<file path="config.mk">
export PLATFORM = sky130hd
export DESIGN_NAME = adsr_envelope_generator
export DESIGN_NICKNAME = d
export VERILOG_FILES = /design/src/sv/adsr_pkg.sv /design/src/sv/adsr_div.sv /design/src/sv/adsr_envelope_generator.sv
export SDC_FILE = /design/constraint.sdc
export NUM_CORES = 1
export LEC_CHECK = 0
export BUFFER_PORTS_ARGS = -buffer_cell sky130_fd_sc_hd__buf_4
export CELL_PAD_IN_SITES_DETAIL_PLACEMENT = 1
export CELL_PAD_IN_SITES_GLOBAL_PLACEMENT = 2
export CORE_UTILIZATION = 44
export CTS_BUF_LIST = sky130_fd_sc_hd__clkbuf_2
export DETAILED_ROUTE_END_ITERATION = 8
export GPL_TIMING_DRIVEN = 0
export PLACE_DENSITY_LB_ADDON = 0.08
export SETUP_SLACK_MARGIN = 0.1
export SLEW_MARGIN = 10
export SYNTH_ARGS = -nofsm -noshare
export SYNTH_HDL_FRONTEND = slang
export SYNTH_HIERARCHICAL = 1
export SYNTH_SLANG_ARGS = --single-unit
</file>
<file path="constraint.sdc">
create_clock -name clk_i -period 9.5 [get_ports clk_i]
set_input_delay 1.9 -clock clk_i [delete_from_list [all_inputs] [get_ports clk_i]]
set_output_delay 1.9 -clock clk_i [all_outputs]
set_load 0.01 [all_outputs]
</file>
<file path="src/sv/adsr_pkg.sv">
// adsr_pkg: shared types and codes for the adsr envelope generator
// stage codes, config register indexes and the divider status bundle
// no dependencies
`timescale 1ns / 1ps

package adsr_pkg;

  // envelope stage, as seen on the stage output
  typedef enum logic [2:0] {
    STG_STOPPED = 3'd0,
    STG_ATTACK  = 3'd1,
    STG_DECAY   = 3'd2,
    STG_SUSTAIN = 3'd3,
    STG_RELEASE = 3'd4
  } stage_e;

  // config register indexes
  localparam logic [1:0] CFG_ATTACK  = 2'd0;
  localparam logic [1:0] CFG_DECAY   = 2'd1;
  localparam logic [1:0] CFG_RELEASE = 2'd2;
  localparam logic [1:0] CFG_SUSTAIN = 2'd3;

  // sustain register width and full-scale value
  localparam int unsigned SusW = 17;
  localparam logic [SusW-1:0] SUS_ONE = 17'd65536;

  // status from the shared divider
  typedef struct packed {
    logic busy;
    logic done;
  } div_status_t;

endpackage

</file>
<file path="src/sv/adsr_div.sv">
// adsr_div: restoring divider returning ceil(span / len), one quotient bit a cycle
// len of zero returns span; uses adsr_pkg for the status bundle
`timescale 1ns / 1ps

module adsr_div
  import adsr_pkg::*;
#(
  parameter int unsigned NW = 25,
  parameter int unsigned DW = 24
) (
  input  logic          clk_i,
  input  logic          rst_ni,
  input  logic          start_i,
  input  logic [NW-1:0] span_i,
  input  logic [DW-1:0] len_i,
  output logic [NW-1:0] result_o,
  output div_status_t   status_o
);

  localparam int unsigned CW = $clog2(NW + 1);

  typedef enum logic [1:0] {D_IDLE, D_RUN, D_FIX} dstate_e;

  dstate_e       state_q;
  logic [NW-1:0] num_q;
  logic [NW-1:0] quo_q;
  logic [DW-1:0] rem_q;
  logic [DW-1:0] len_q;
  logic [CW-1:0] cnt_q;
  logic [NW-1:0] result_q;
  logic          done_q;
  logic          done_d;

  logic [DW:0]   trial;
  logic [DW+1:0] diff;
  logic          fits;

  // shift in the next numerator bit and try the subtract
  assign trial = {rem_q, num_q[NW-1]};
  assign diff  = {1'b0, trial} - {2'b00, len_q};
  assign fits  = ~diff[DW+1];

  // done pulses straight from idle for a zero length, otherwise after the fix-up state
  assign done_d = ((state_q == D_IDLE) & start_i & (len_i == '0)) | (state_q == D_FIX);

  always_ff @(posedge clk_i or negedge rst_ni) begin
    if (!rst_ni) begin
      done_q <= 1'b0;
    end else begin
      done_q <= done_d;
    end
  end

  always_ff @(posedge clk_i or negedge rst_ni) begin
    if (!rst_ni) begin
      state_q <= D_IDLE;
      cnt_q   <= '0;
    end else begin
      unique case (state_q)
        D_IDLE: begin
          if (start_i) begin
            if (len_i == '0) begin
              result_q <= span_i;
            end else begin
              num_q   <= span_i;
              len_q   <= len_i;
              rem_q   <= '0;
              quo_q   <= '0;
              cnt_q   <= CW'(NW);
              state_q <= D_RUN;
            end
          end
        end
        D_RUN: begin
          num_q <= num_q << 1;
          quo_q <= {quo_q[NW-2:0], fits};
          rem_q <= fits ? diff[DW-1:0] : trial[DW-1:0];
          cnt_q <= cnt_q - 1'b1;
          if (cnt_q == CW'(1)) begin
            state_q <= D_FIX;
          end
        end
        D_FIX: begin
          // round up when anything is left over
          result_q <= quo_q + NW'(rem_q != '0);
          state_q  <= D_IDLE;
        end
        default: begin
          state_q <= D_IDLE;
        end
      endcase
    end
  end

  assign result_o      = result_q;
  assign status_o.busy = (state_q != D_IDLE);
  assign status_o.done = done_q;

endmodule

</file>
<file path="src/sv/adsr_envelope_generator.sv">
// adsr_envelope_generator: linear adsr envelope, one gate request in, one level request out
// a plain tick passes the step and out states; each segment step worked out by the shared
//   divider (at most two per tick) adds a full divide before the result goes out
// one tick at a time: gate requests stall until the last result is loaded for output;
//   a zero length skips the divider's bit loop
// reset: envelope stopped at level zero, lengths zero, sustain at full scale
`timescale 1ns / 1ps

module adsr_envelope_generator
  import adsr_pkg::*;
#(
  parameter int unsigned LEVEL_FRAC_BITS = 24,
  parameter int unsigned TIME_BITS       = 24,
  // config data is as wide as the widest register
  parameter int unsigned CFG_DW = (TIME_BITS > 17) ? TIME_BITS : 17
) (
  input  logic              clk_i,
  input  logic              rst_ni,
  // config write port
  input  logic              cfg_we_i,
  input  logic [1:0]        cfg_idx_i,
  input  logic [CFG_DW-1:0] cfg_data_i,
  // gate requests
  input  logic              in_valid_i,
  output logic              in_stall_o,
  input  logic              gate_i,
  // level requests
  output logic              out_valid_o,
  input  logic              out_stall_i,
  output logic [16:0]       level_o,
  output logic [2:0]        stage_o
);

  // level word holds 1.0 exactly, so one bit above the fraction
  localparam int unsigned F  = LEVEL_FRAC_BITS;
  localparam int unsigned L  = F + 1;
  localparam int unsigned T  = TIME_BITS;
  localparam logic [L-1:0] ONE_LEVEL = L'(1) << F;

  // sequencer: idle waits for a tick, div waits on the divider,
  // step applies one ramp step, out hands the result over
  typedef enum logic [1:0] {T_IDLE, T_DIV, T_STEP, T_OUT} tstate_e;

  // config registers
  logic [T-1:0]    attack_q;
  logic [T-1:0]    decay_q;
  logic [T-1:0]    release_q;
  logic [SusW-1:0] sustain_q;

  // envelope state
  tstate_e      state_q;
  stage_e       stage_q;
  logic [L-1:0] level_q;
  logic [L-1:0] step_q;
  logic         prev_gate_q;
  logic         div_to_step_q;  // after the divide, take a ramp step

  // divider request registers
  logic         div_start_q;
  logic         div_start_d;
  logic [L-1:0] div_span_q;
  logic [T-1:0] div_len_q;
  logic [L-1:0] div_result;
  div_status_t  div_status;

  // output register
  logic         out_valid_q;
  logic [16:0]  out_level_q;
  stage_e       out_stage_q;
  logic         out_load;

  // sustain clamped to 1.0 and scaled to the level format
  logic [SusW-1:0] sus_clamp;
  logic [L-1:0]    sus_fixed;

  // ramp arithmetic
  logic [L:0]   att_sum;
  logic         att_top;
  logic [L:0]   dec_diff;    // level minus sustain, top bit is the borrow
  logic         dec_done;
  logic         rel_done;
  logic         accept;
  logic         rise;
  logic         fall;

  assign sus_clamp = (sustain_q > SUS_ONE) ? SUS_ONE : sustain_q;
  assign sus_fixed = L'(sus_clamp) << (F - 16);

  assign att_sum  = {1'b0, level_q} + {1'b0, step_q};
  assign att_top  = (att_sum >= {1'b0, ONE_LEVEL});
  assign dec_diff = {1'b0, level_q} - {1'b0, sus_fixed};
  // at or below sustain, or within one step of it
  assign dec_done = dec_diff[L] | (dec_diff[L-1:0] <= step_q);
  assign rel_done = (level_q <= step_q);

  assign accept = in_valid_i & ~in_stall_o;
  assign rise   = gate_i & ~prev_gate_q & (stage_q == STG_STOPPED);
  assign fall   = ~gate_i & prev_gate_q & (stage_q != STG_STOPPED);

  assign in_stall_o = (state_q != T_IDLE);

  // a divide starts on a gate edge, and when attack reaches the top
  assign div_start_d = ((state_q == T_IDLE) & accept & (rise | fall))
                     | ((state_q == T_STEP) & (stage_q == STG_ATTACK) & att_top);

  // result goes out once the output register is free
  assign out_load = (state_q == T_OUT) & (~out_valid_q | ~out_stall_i);

  adsr_div #(
    .NW (L),
    .DW (T)
  ) u_div (
    .clk_i    (clk_i),
    .rst_ni   (rst_ni),
    .start_i  (div_start_q),
    .span_i   (div_span_q),
    .len_i    (div_len_q),
    .result_o (div_result),
    .status_o (div_status)
  );

  // config writes
  always_ff @(posedge clk_i or negedge rst_ni) begin
    if (!rst_ni) begin
      attack_q  <= '0;
      decay_q   <= '0;
      release_q <= '0;
      sustain_q <= SUS_ONE;
    end else if (cfg_we_i) begin
      unique case (cfg_idx_i)
        CFG_ATTACK:  attack_q  <= cfg_data_i[T-1:0];
        CFG_DECAY:   decay_q   <= cfg_data_i[T-1:0];
        CFG_RELEASE: release_q <= cfg_data_i[T-1:0];
        CFG_SUSTAIN: sustain_q <= cfg_data_i[SusW-1:0];
        default: ;
      endcase
    end
  end

  // divider start pulse
  always_ff @(posedge clk_i or negedge rst_ni) begin
    if (!rst_ni) begin
      div_start_q <= 1'b0;
    end else begin
      div_start_q <= div_start_d;
    end
  end

  // sequencer and envelope state
  always_ff @(posedge clk_i or negedge rst_ni) begin
    if (!rst_ni) begin
      state_q       <= T_IDLE;
      stage_q       <= STG_STOPPED;
      level_q       <= '0;
      step_q        <= '0;
      prev_gate_q   <= 1'b0;
      div_to_step_q <= 1'b0;
      out_valid_q   <= 1'b0;
    end else begin
      if (out_load) begin
        out_valid_q <= 1'b1;
      end else if (out_valid_q && !out_stall_i) begin
        out_valid_q <= 1'b0;
      end

      unique case (state_q)
        T_IDLE: begin
          if (accept) begin
            prev_gate_q <= gate_i;
            priority if (rise) begin
              // start attack from zero
              stage_q       <= STG_ATTACK;
              level_q       <= '0;
              div_span_q    <= ONE_LEVEL;
              div_len_q     <= attack_q;
              div_to_step_q <= 1'b1;
              state_q       <= T_DIV;
            end else if (fall) begin
              // release from wherever the level is now
              stage_q       <= STG_RELEASE;
              div_span_q    <= level_q;
              div_len_q     <= release_q;
              div_to_step_q <= 1'b1;
              state_q       <= T_DIV;
            end else begin
              state_q <= T_STEP;
            end
          end
        end

        T_DIV: begin
          if (div_status.done) begin
            step_q  <= div_result;
            state_q <= div_to_step_q ? T_STEP : T_OUT;
          end
        end

        T_STEP: begin
          state_q <= ((stage_q == STG_ATTACK) && att_top) ? T_DIV : T_OUT;
          unique case (stage_q)
            STG_ATTACK: begin
              if (att_top) begin
                // top reached, work out the decay step
                level_q       <= ONE_LEVEL;
                stage_q       <= STG_DECAY;
                div_span_q    <= ONE_LEVEL - sus_fixed;
                div_len_q     <= decay_q;
                div_to_step_q <= 1'b0;
              end else begin
                level_q <= att_sum[L-1:0];
              end
            end
            STG_DECAY: begin
              if (dec_done) begin
                level_q <= sus_fixed;
                stage_q <= STG_SUSTAIN;
              end else begin
                level_q <= level_q - step_q;
              end
            end
            STG_RELEASE: begin
              if (rel_done) begin
                level_q <= '0;
                stage_q <= STG_STOPPED;
              end else begin
                level_q <= level_q - step_q;
              end
            end
            STG_SUSTAIN, STG_STOPPED: ;
            default: begin
              level_q <= '0;
              stage_q <= STG_STOPPED;
            end
          endcase
        end

        T_OUT: begin
          // hand over once the output register is free
          if (out_load) begin
            out_level_q <= level_q[F -: 17];
            out_stage_q <= stage_q;
            state_q     <= T_IDLE;
          end
        end

        default: begin
          state_q <= T_IDLE;
        end
      endcase
    end
  end

  assign out_valid_o = out_valid_q;
  assign level_o     = out_level_q;
  assign stage_o     = out_stage_q;

endmodule
</file>
Word level (Yosys, flattened, before mapping)
Cells that the tools add are included.
{"block": "totals", "input_bits": 32, "ff_bits": 348, "output_inout_bits": 22, "elab_cells": 184}
{"block": "op_classes", "n_reduce_logical": 33, "muxes": 64, "n_lt_le_gt_ge": 4, "bitwise_logic": 24, "addsub": 7, "eq_ne": 28}
{"operator": "$mux 25", "n": 16}
{"operator": "$pmux 25 s2", "n": 5}
{"operator": "$mux 24", "n": 8}
{"operator": "$pmux 25 s4", "n": 1}
{"operator": "$pmux 24 s2", "n": 2}
{"operator": "$le 25x25->1", "n": 2}
{"operator": "$add 25x25->26", "n": 1}
{"operator": "$ge 26x25->1 const B", "n": 1}
{"operator": "$sub 25x24->26", "n": 1}
{"operator": "$sub 25x25->26", "n": 1}
{"operator": "$add 25x1->25", "n": 1}
{"operator": "$sub 25x25->25", "n": 1}
{"operator": "$sub 25x25->25 const A", "n": 1}
{"operator": "$logic_not 24->1", "n": 1}
{"operator": "$reduce_bool 24->1", "n": 1}
{"operator": "$mux 2", "n": 9}
{"operator": "$mux 3", "n": 6}
{"operator": "$gt 17x17->1 const B", "n": 1}
{"operator": "$mux 17", "n": 1}
{"operator": "$ne 2x2->1 const B", "n": 8}
{"operator": "$reduce_and 4->1", "n": 4}
{"operator": "$and 1x1->1", "n": 12}
{"operator": "$ne 3x3->1 const B", "n": 4}
{"operator": "$pmux 3 s4", "n": 1}
{"operator": "other kinds (29)", "n": 71}

Longest topological paths before layout
Gate-level depths: netlist (run 1).
{"block": "logic_depth", "depth_word": 8, "depth_mapped": 29, "mapped_depth_nobuf": 27}

Hierarchy
The synthesis (run 1) kept the hierarchy.
{"mod": "adsr_envelope_generator", "instances": 1, "cells_per_inst": 1206, "area_per_inst_um2": 12788.5, "seq_area_each_um2": 5776.8}
{"mod": "adsr_div", "instances": 1, "cells_per_inst": 718, "area_per_inst_um2": 7253.2, "seq_area_each_um2": 3893.7}

Worst setup path before layout (run 1)
No wires, ideal clock.
{"block": "synth_timing", "kind": "input -> register", "startpoint": "in gate_i", "endpoint": "reg div_len_q[0] (enable)", "setup_time_ps": 526, "slack_ps": 2402, "t_required_ps": 8974, "arrival_ps": 6572, "path_buffers": 0, "stages": 6, "path_cell_list": "nand2_1 -> nor2_1 -> a21oi_1 -> nand2b_1 -> mux2_2 -> nor3b_1"}
{"block": "synth_between", "elab_chain_cells": 5, "elab_cells_between_ends": 7, "cone_classes": "eq/ne (1); bitwise (5); reduce/logical (1)"}
{"element": "start, declared", "line": "adsr_envelope_generator.sv:26", "source": "input logic gate_i,"}
{"element": "$not 1->1", "line": "adsr_envelope_generator.sv:98", "source": "assign fall = ~gate_i & prev_gate_q & (stage_q != STG_STOPPED);"}
{"element": "$and 1x1->1 (2 in series)", "line": "adsr_envelope_generator.sv:98"}
{"element": "$ne 3x3->1 (no source line) *"}
{"element": "$reduce_and 6->1 (no source line) *"}
{"element": "end signal, assigned", "line": "adsr_envelope_generator.sv:175", "source": "div_len_q <= attack_q;"}
{"element": "end signal, assigned", "line": "adsr_envelope_generator.sv:182", "source": "div_len_q <= release_q;"}
{"element": "end signal, assigned", "line": "adsr_envelope_generator.sv:207", "source": "div_len_q <= decay_q;"}
{"element": "end, declared", "line": "adsr_envelope_generator.sv:62", "source": "logic [T-1:0] div_len_q;"}
Mark *: on every way between the ends. The rest lies on a longest branch, timed or not.
A chain may end at the register's enable or synchronous reset.

Final worst setup path (run 1)
{"block": "layout_timing", "startpoint": "reg sustain_q[16]", "endpoint": "reg level_q[5]"}
{"block": "layout_between", "elab_chain_cells": 8}
{"element": "start, declared", "line": "adsr_envelope_generator.sv:48", "source": "logic [SusW-1:0] sustain_q;"}
{"element": "start signal, assigned", "line": "adsr_envelope_generator.sv:134", "source": "CFG_SUSTAIN: sustain_q <= cfg_data_i[SusW-1:0];"}
{"element": "$gt 17x17->1", "line": "adsr_envelope_generator.sv:86", "source": "assign sus_clamp = (sustain_q > SUS_ONE) ? SUS_ONE : sustain_q;"}
{"element": "$mux 17 *", "line": "adsr_envelope_generator.sv:86"}
{"element": "$sub 25x25->26 *", "line": "adsr_envelope_generator.sv:91", "source": "assign dec_diff = {1'b0, level_q} - {1'b0, sus_fixed};"}
{"element": "$le 25x25->1", "line": "adsr_envelope_generator.sv:93", "source": "assign dec_done = dec_diff[L] | (dec_diff[L-1:0] <= step_q);"}
{"element": "$or 1x1->1 *", "line": "adsr_envelope_generator.sv:93"}
{"element": "$mux 25 *", "line": "adsr_envelope_generator.sv:214", "source": "if (dec_done) begin"}
{"element": "$pmux 25 s4 *", "line": "adsr_envelope_generator.sv:200", "source": "unique case (stage_q)"}
{"element": "$pmux 25 s2 *", "line": "adsr_envelope_generator.sv:166", "source": "unique case (state_q)"}
{"element": "end signal, assigned", "line": "adsr_envelope_generator.sv:210", "source": "level_q <= att_sum[L-1:0];"}
{"element": "end signal, assigned", "line": "adsr_envelope_generator.sv:215", "source": "level_q <= sus_fixed;"}
{"element": "end signal, assigned", "line": "adsr_envelope_generator.sv:218", "source": "level_q <= level_q - step_q;"}
{"element": "end, declared", "line": "adsr_envelope_generator.sv:53", "source": "logic [L-1:0] level_q;"}
Marks and branches as above.

==> flow_metrics.py, run 1 <==
metrics = {
    "run_status": {
        "status": "completed",
    },
    "timing": {
        "rsz0062_at_grt": "false",
        "whs_ns": 0.398,
        "worst_pin_slew_ns": 1.14,
        "post-route-period-util_pct": 81.7,
        "max_freq_mhz": 129,
        "hold_viol_final": 0,
        "skew_ns": 0.0914,
        "drv_slew": 0,
        "min_period_ns": 7.76,
        "slew_headroom_pct": 23.8,
        "setup_viol": 0,
        "fin_tns_setup_ns": 0,
    },
    "clock_network": {
        "cts-root-buf": "clkbuf_2",
        "cts_made_buffers": 95,
        "insertion_delay_ns": 1.15,
        "max-clock-path-buffers": 3,
        "numClockSinks": 348,
        "cts_resized": 0,
        "clkSlewWorstSetupHoldPaths_ns": 0.11,
        "cts_setup_buffers": 0,
        "cts_tree": "done",
        "cts_htree_levels": 3,
        "cts_hold_buf": 0,
    },
    "finish": {
        "fin_area_um2": 22300,
        "multi_input_area_um2": 9640,
        "regArea_um2": 9670,
        "mostFrequentLayoutCell": "nand2_1",
        "final_layout_size_suffix_gt1_share_pct": 18.1,
        "syn2layout_area_growth_pct": 11.1,
        "final_cell_mix": "256 x nand2_1, 192 x edfxtp_1, 155 x dfrtp_1",
        "nets": 2234,
        "n_fill_cell": 5014,
    },
    "setup_path": {
        "cp_num_cells": 27,
        "crit_family": "compound AO/OA/AOI/OAI gates",
        "rrSetupSlack_ns": 1.74,
        "path_class": "reg2reg",
        "cp_slowest_stage_delay_ns": 0.74,
        "reg2reg_to": "level_q[5]",
        "crit_path_max_fanout": 10,
        "worst-path-buf-inv": 4,
        "endpoint_kind": "flop",
        "slowest_stage": "nor4_1",
        "cp.arrival_ns": 8.78,
        "r2r_cells": 27,
        "cp_data_required_time_ns": 10.52,
        "r2r-start": "sustain_q[16]",
        "start_kind": "flop",
    },
    "floorplanning": {
        "die_w_um": 215,
        "pin_count": 54,
        "start_util_pct": 44.9,
        "rows": 77,
        "core_um2": 44600,
        "die_y_um": 215,
        "die_area_um2": 46400,
    },
    "synthesis": {
        "yosys.cell_types.count": 86,
        "avgSynthCellArea_um2": 10.4,
        "synth_fa_ha_area_share_pct": 7.52,
        "yosysTopAreaCellShare_pct": 28.8,
        "syn-num-nets": 2074,
        "ys_seq_elements": 348,
        "synth_xor_area_share_pct": 3.98,
        "synth_warnings": 6,
        "synth-edff-count": 192,
        "synth_mux_area_share_pct": 8.03,
        "synth_seq_area_share_pct": 48.3,
        "synth_flop_cell": "edfxtp_1",
        "synth_top_cell_by_area": "edfxtp_1",
        "async_flop_share_pct": 44.8,
        "synth_area_um2": 20000,
        "synth_area_leaders": "edfxtp_1 29%, dfrtp_1 19%, ha_1 7.1%",
        "synth-compound-area-share_pct": 14.3,
        "synthCells": 1924,
        "synth_top_family_by_area": "compound AO/OA/AOI/OAI gates",
        "yosys.area_share.simple_pct": 14.1,
    },
    "routing": {
        "drt_iter0_drc": 1007,
        "dr.pass1.iters": 5,
        "detail_route.wl_per_cell_um": 22.8,
        "wl_um": 63000,
        "post_drt_via_cell_ratio": 5.69,
        "route.detailed.drc": 0,
        "vias": 15700,
        "ant_nets": 0,
    },
    "grt": {
        "grt_pass1_wl_um": 96400,
        "grt_usage_pct": 27.5,
        "grt_max_degree": 107,
        "grt_pass1_vias": 16400,
        "antenna_found_initial": 2,
        "grt-ovfl-total": 0,
    },
    "power": {
        "intPower_uw": 3730,
        "p_sw_share_pct": 45.6,
        "seq_power_share_pct": 34.2,
        "clkPwrFrac_pct": 16.6,
        "p_comb_share_pct": 49.3,
        "p_leak_uw": 0.00912,
        "p_per_area_nw_per_um2": 309,
        "p_sw_uw": 3130,
        "vdd_drop_max_mv": 0.152,
    },
    "placed_design": {
        "gp_congestion": 0.890,
        "io_buffers": 53,
        "place_area_um2": 21300,
        "dp_hpwl_um": 47500,
    },
    "hold_path": {
        "whs_endpoint": "stage_o[2]",
        "hold_class": "reg2reg",
        "holdPathStages": 0,
        "worstHoldStart": "stage_q[2]",
    },
    "job": {
        "cap_viol_max_count": 0,
    },
}
layer usage:
layer / global-route usage (%) / up-vias / share of wire (%)
met3: 4.47 / 96 / 4.3
met4: 9.69 / 0 / 2.8
met1: 39.1 / 7864 / 48
met2: 42.4 / 360 / 45
met5: 0 / - / 0
li1: - / 7379 / -
metrics by stage:
stage | instances | total power (uW) | util (%) | worst slack (ns)
final | 2759 | 6870 | 49.9 | 1.74
after global routing | 2759 | 7360 | 49.9 | 1.44
after CTS | 2754 | 6890 | 49.9 | 1.82
after detailed placement | 2579 | 5710 | 47.8 | 1.87
after global placement | 2569 | 5610 | 47.5 | 0.297
after floorplan | 1924 | 4580 | - | 2.40
Yosys cell counts (11+ instances only):
cell	count
a21oi_1	92
mux2i_1	27
o21ai_0	123
a22oi_1	11
nand3_1	50
nor4_1	22
nor2b_1	15
nor2_1	93
inv_1	102
o221ai_1	14
a211oi_1	17
o21bai_1	15
buf_2	15
o211ai_1	11
nand2_1	256
xnor2_1	57
nand4_1	17
mux2_2	119
a21o_1	31
dfrtp_1	155
and2_1	37
o31ai_1	16
edfxtp_1	192
ha_1	114
nor3_1	44
xor2_1	34
clkbuf_1	64
and3_1	13
logic make-up (layout without fill, tap and decap cells):
logic type,after synthesis,after routing
flip-flops,348,348
AND/OR/NAND/NOR,601,601
XOR/XNOR,91,91
adder cells (fa/ha/maj),118,118
buffers and inverters,189,427
other,0,5
AO/OA/AOI/OAI,431,431
multiplexers,146,146
cell type report:
cell class	count	share of cell area, %
antenna	5	0.0562
buffer	87	1.68
clock buffer	149	3.35
clock inverter	26	0.708
inverter	102	1.72
multi-input combinational	1387	43.3
sequential	348	43.4
tap	592	3.33
timing repair buffer	63	2.43
sequential cells by signal (all words and copies together), names as in the netlist, 3 cells and up:
register,cells
level_q,25
level_o,17
u_div/num_q,25
u_div/result_o,25
stage_q,3
div_span_q,25
attack_q,24
div_len_q,24
decay_q,24
sustain_q,17
u_div/len_q,24
release_q,24
u_div/cnt_q,5
stage_o,3
step_q,25
u_div/quo_q,25
u_div/rem_q,24
worst register-to-register path, cell delays in order (launching register included):
cell	delay [ns]
dfstp_2	0.41
inv_1	0.12
clkbuf_1	0.54
buf_1	0.53
nand2_1	0.33
fa_1	0.51
a21o_1	0.17
a21oi_1	0.22
o21bai_1	0.09
a21oi_1	0.28
o211ai_1	0.19
nand4_1	0.15
a31oi_1	0.16
a21o_1	0.22
a21oi_1	0.17
xnor2_1	0.11
ha_1	0.32
nand4_1	0.23
nor4_1	0.74
and2_1	0.23
a31o_2	0.11
o21ai_0	0.10
nor3b_1	0.31
a21o_1	0.16
nand2_1	0.26
clkbuf_1	0.46
o221ai_1	0.34
a22o_1	0.16
worst max-delay path by stage:
stage | start | endpoint | slack (ns)
2_1_floorplan | gate_i | div_len_q[0] | 2.40
3_3_place_gp | step_q[0] | div_span_q[6] | 0.30
3_5_place_dp | sustain_q[16] | level_q[19] | 1.87
4_1_cts | sustain_q[16] | level_q[5] | 1.82
5_1_grt | sustain_q[16] | level_q[15] | 1.44
6_report | sustain_q[16] | level_q[5] | 1.74
power by group through the flow:
| stage | Sequential (uW) | Clock, uW | Combinational [uW] |
|---|---|---|---|
| after floorplan | 2240 | 0 | 2340 |
| after global placement | 2380 | 0 | 3240 |
| after detailed placement | 2370 | 0 | 3340 |
| after CTS | 2340 | 1180 | 3370 |
| after global routing | 2380 | 1250 | 3720 |
| final | 2350 | 1140 | 3380 |
Note: power is estimated with default switching activity, not from simulation.
==> inputs of run 2 (changes only) <==
clock period = 7.5 ns   (was 9.5 ns; I/O delays follow)
==> run 2 against run 1 <==
Compared with the run above: fmax increased by 8.5%; register-to-register slack got worse by 1.4 ns; hold slack got worse by 0.12 ns; core utilization about the same; largest power group unchanged; total power increased by 27%; sequential power increased by 26%; clock skew decreased by 0.0064 ns; die area unchanged; final cell count unchanged; worst setup slack got worse by 1.4 ns; clock power increased by 26%; sequential cell count unchanged.
==> flow_metrics.py, run 2 (synthesis gave the netlist of run 1 again) <==
metrics = {
    "setup_path": {
        "cp_data_required_time_ns": 8.52,
        "endpoint_kind": "flop",
        "path_class": "reg2reg",
        "start_kind": "flop",
        "slowest_stage": "nor4_2",
        "cp_slowest_stage_delay_ns": 0.52,
        "cp.arrival_ns": 8.18,
        "crit_path_max_fanout": 10,
    },
    "grt": {
        "antenna_found_initial": 2,
        "grt_max_degree": 107,
        "grt_pass1_wl_um": 96400,
        "grt_pass1_vias": 16400,
        "grt_usage_pct": 27.5,
        "grt-ovfl-total": 0,
    },
    "floorplanning": {
        "pin_count": 54,
        "die_area_um2": 46400,
        "start_util_pct": 44.9,
        "die_y_um": 215,
        "core_um2": 44600,
        "die_w_um": 215,
        "rows": 77,
    },
    "timing": {
        "whs_ns": 0.281,
        "worst_pin_slew_ns": 1.15,
        "hold_viol_final": 0,
        "min_period_ns": 7.15,
        "skew_ns": 0.0850,
        "setup_viol": 0,
        "fin_tns_setup_ns": 0,
        "post-route-period-util_pct": 95.4,
        "drv_slew": 0,
        "fin_ws_ns": 0.346,
        "max_freq_mhz": 140,
        "slew_headroom_pct": 23.5,
        "rsz0062_at_grt": "false",
    },
    "placed_design": {
        "dp_slack_ns": -0.127,
        "dp_hpwl_um": 47500,
        "io_buffers": 53,
        "gp_congestion": 0.890,
        "place_area_um2": 21300,
    },
    "routing": {
        "post_drt_via_cell_ratio": 5.67,
        "dr.pass1.iters": 5,
        "ant_nets": 0,
        "wl_um": 62900,
        "route.detailed.drc": 0,
        "detail_route.wl_per_cell_um": 22.8,
        "vias": 15600,
        "drt_iter0_drc": 1002,
    },
    "clock_network": {
        "insertion_delay_ns": 1.15,
        "numClockSinks": 348,
        "cts_made_buffers": 95,
        "cts_setup_buffers": 0,
        "cts_hold_buf": 0,
        "max-clock-path-buffers": 3,
        "clkSlewWorstSetupHoldPaths_ns": 0.11,
        "cts-root-buf": "clkbuf_2",
        "cts_htree_levels": 3,
        "cts_tree": "done",
    },
    "finish": {
        "mostFrequentLayoutCell": "nand2_1",
        "final_cell_mix": "256 x nand2_1, 192 x edfxtp_1, 155 x dfrtp_1",
        "syn2layout_area_growth_pct": 11.1,
        "nets": 2234,
        "final_layout_size_suffix_gt1_share_pct": 18.3,
        "fin_area_um2": 22300,
    },
    "power": {
        "vdd_drop_max_mv": 0.194,
        "p_per_area_nw_per_um2": 391,
        "p_total_uw": 8700,
        "p_leak_uw": 0.00913,
    },
    "hold_path": {
        "hold_class": "in2async",
    },
    "job": {
        "cap_viol_max_count": 0,
    },
    "run_status": {
        "status": "completed",
    },
}
run 2: repair_timing:
item	in CTS	in global routing
gates cloned	0	0
setup endpoints to repair	21	7
pin swaps	0	0
resized for setup	2	4
run 2: power breakdown:
group / switching [uW] / internal [uW] / total, uW / leakage, uW
logic: 2680 / 1610 / 4290 / 0.00476
registers: 419 / 2550 / 2970 / 0.00368
clock network: 870 / 570 / 1440 / 0.000692
total: 3970 / 4730 / 8700 / 0.00913
run 2: worst paths after layout:
| path | from | end | slack (ns) | cells past startpoint |
|---|---|---|---|---|
| max | sustain_q[16] | level_q[5] | 0.35 | 29 |
| min | rst_ni | level_q[7] | 0.28 | 1 |
| max reg2reg | sustain_q[16] | level_q[5] | 0.35 | 29 |
| min reg2reg | stage_q[2] | stage_o[2] | 0.40 | 0 |
| max in group asynchronous | rst_ni | decay_q[9] | 6.19 | 2 |
| min in group clk_i | stage_q[2] | stage_o[2] | 0.40 | 0 |
run 2: through the flow:
step / util [%] / instances
after floorplan: - / 1924
after global placement: 47.5 / 2569
after detailed placement: 47.8 / 2579
after CTS: 49.9 / 2754
after global routing: 49.9 / 2759
final: 49.9 / 2759
run 2: final cells by class:
class                      count  area (um2)
tap                          592         741
antenna                        5        12.5
clock inverter                26         158
timing repair buffer          63         541
sequential                   348        9670
fill                        5017       22300
clock buffer                 149         746
inverter                     102         383
multi-input combinational   1387        9640
buffer                        87         377
run 2: metal layers:
layer	vias to the layer above	part of all wire, %	track usage, %
met5	-	0	0
met4	0	2.9	9.69
met3	99	4.5	4.47
met2	362	45	42.4
met1	7805	48	39.1
li1	7375	-	-
run 2: critical path, delay by kind of cell, from the launching register on:
| family | cells | cell delay (ns) |
|---|---|---|
| AOI/OAI and AO/OA | 13 | 2.29 |
| and+or+nand+nor | 7 | 1.94 |
| buffers and inverters | 5 | 1.25 |
| adders and majority gates | 3 | 0.99 |
| DFF | 1 | 0.41 |
| xor gates and xnor gates | 1 | 0.11 |
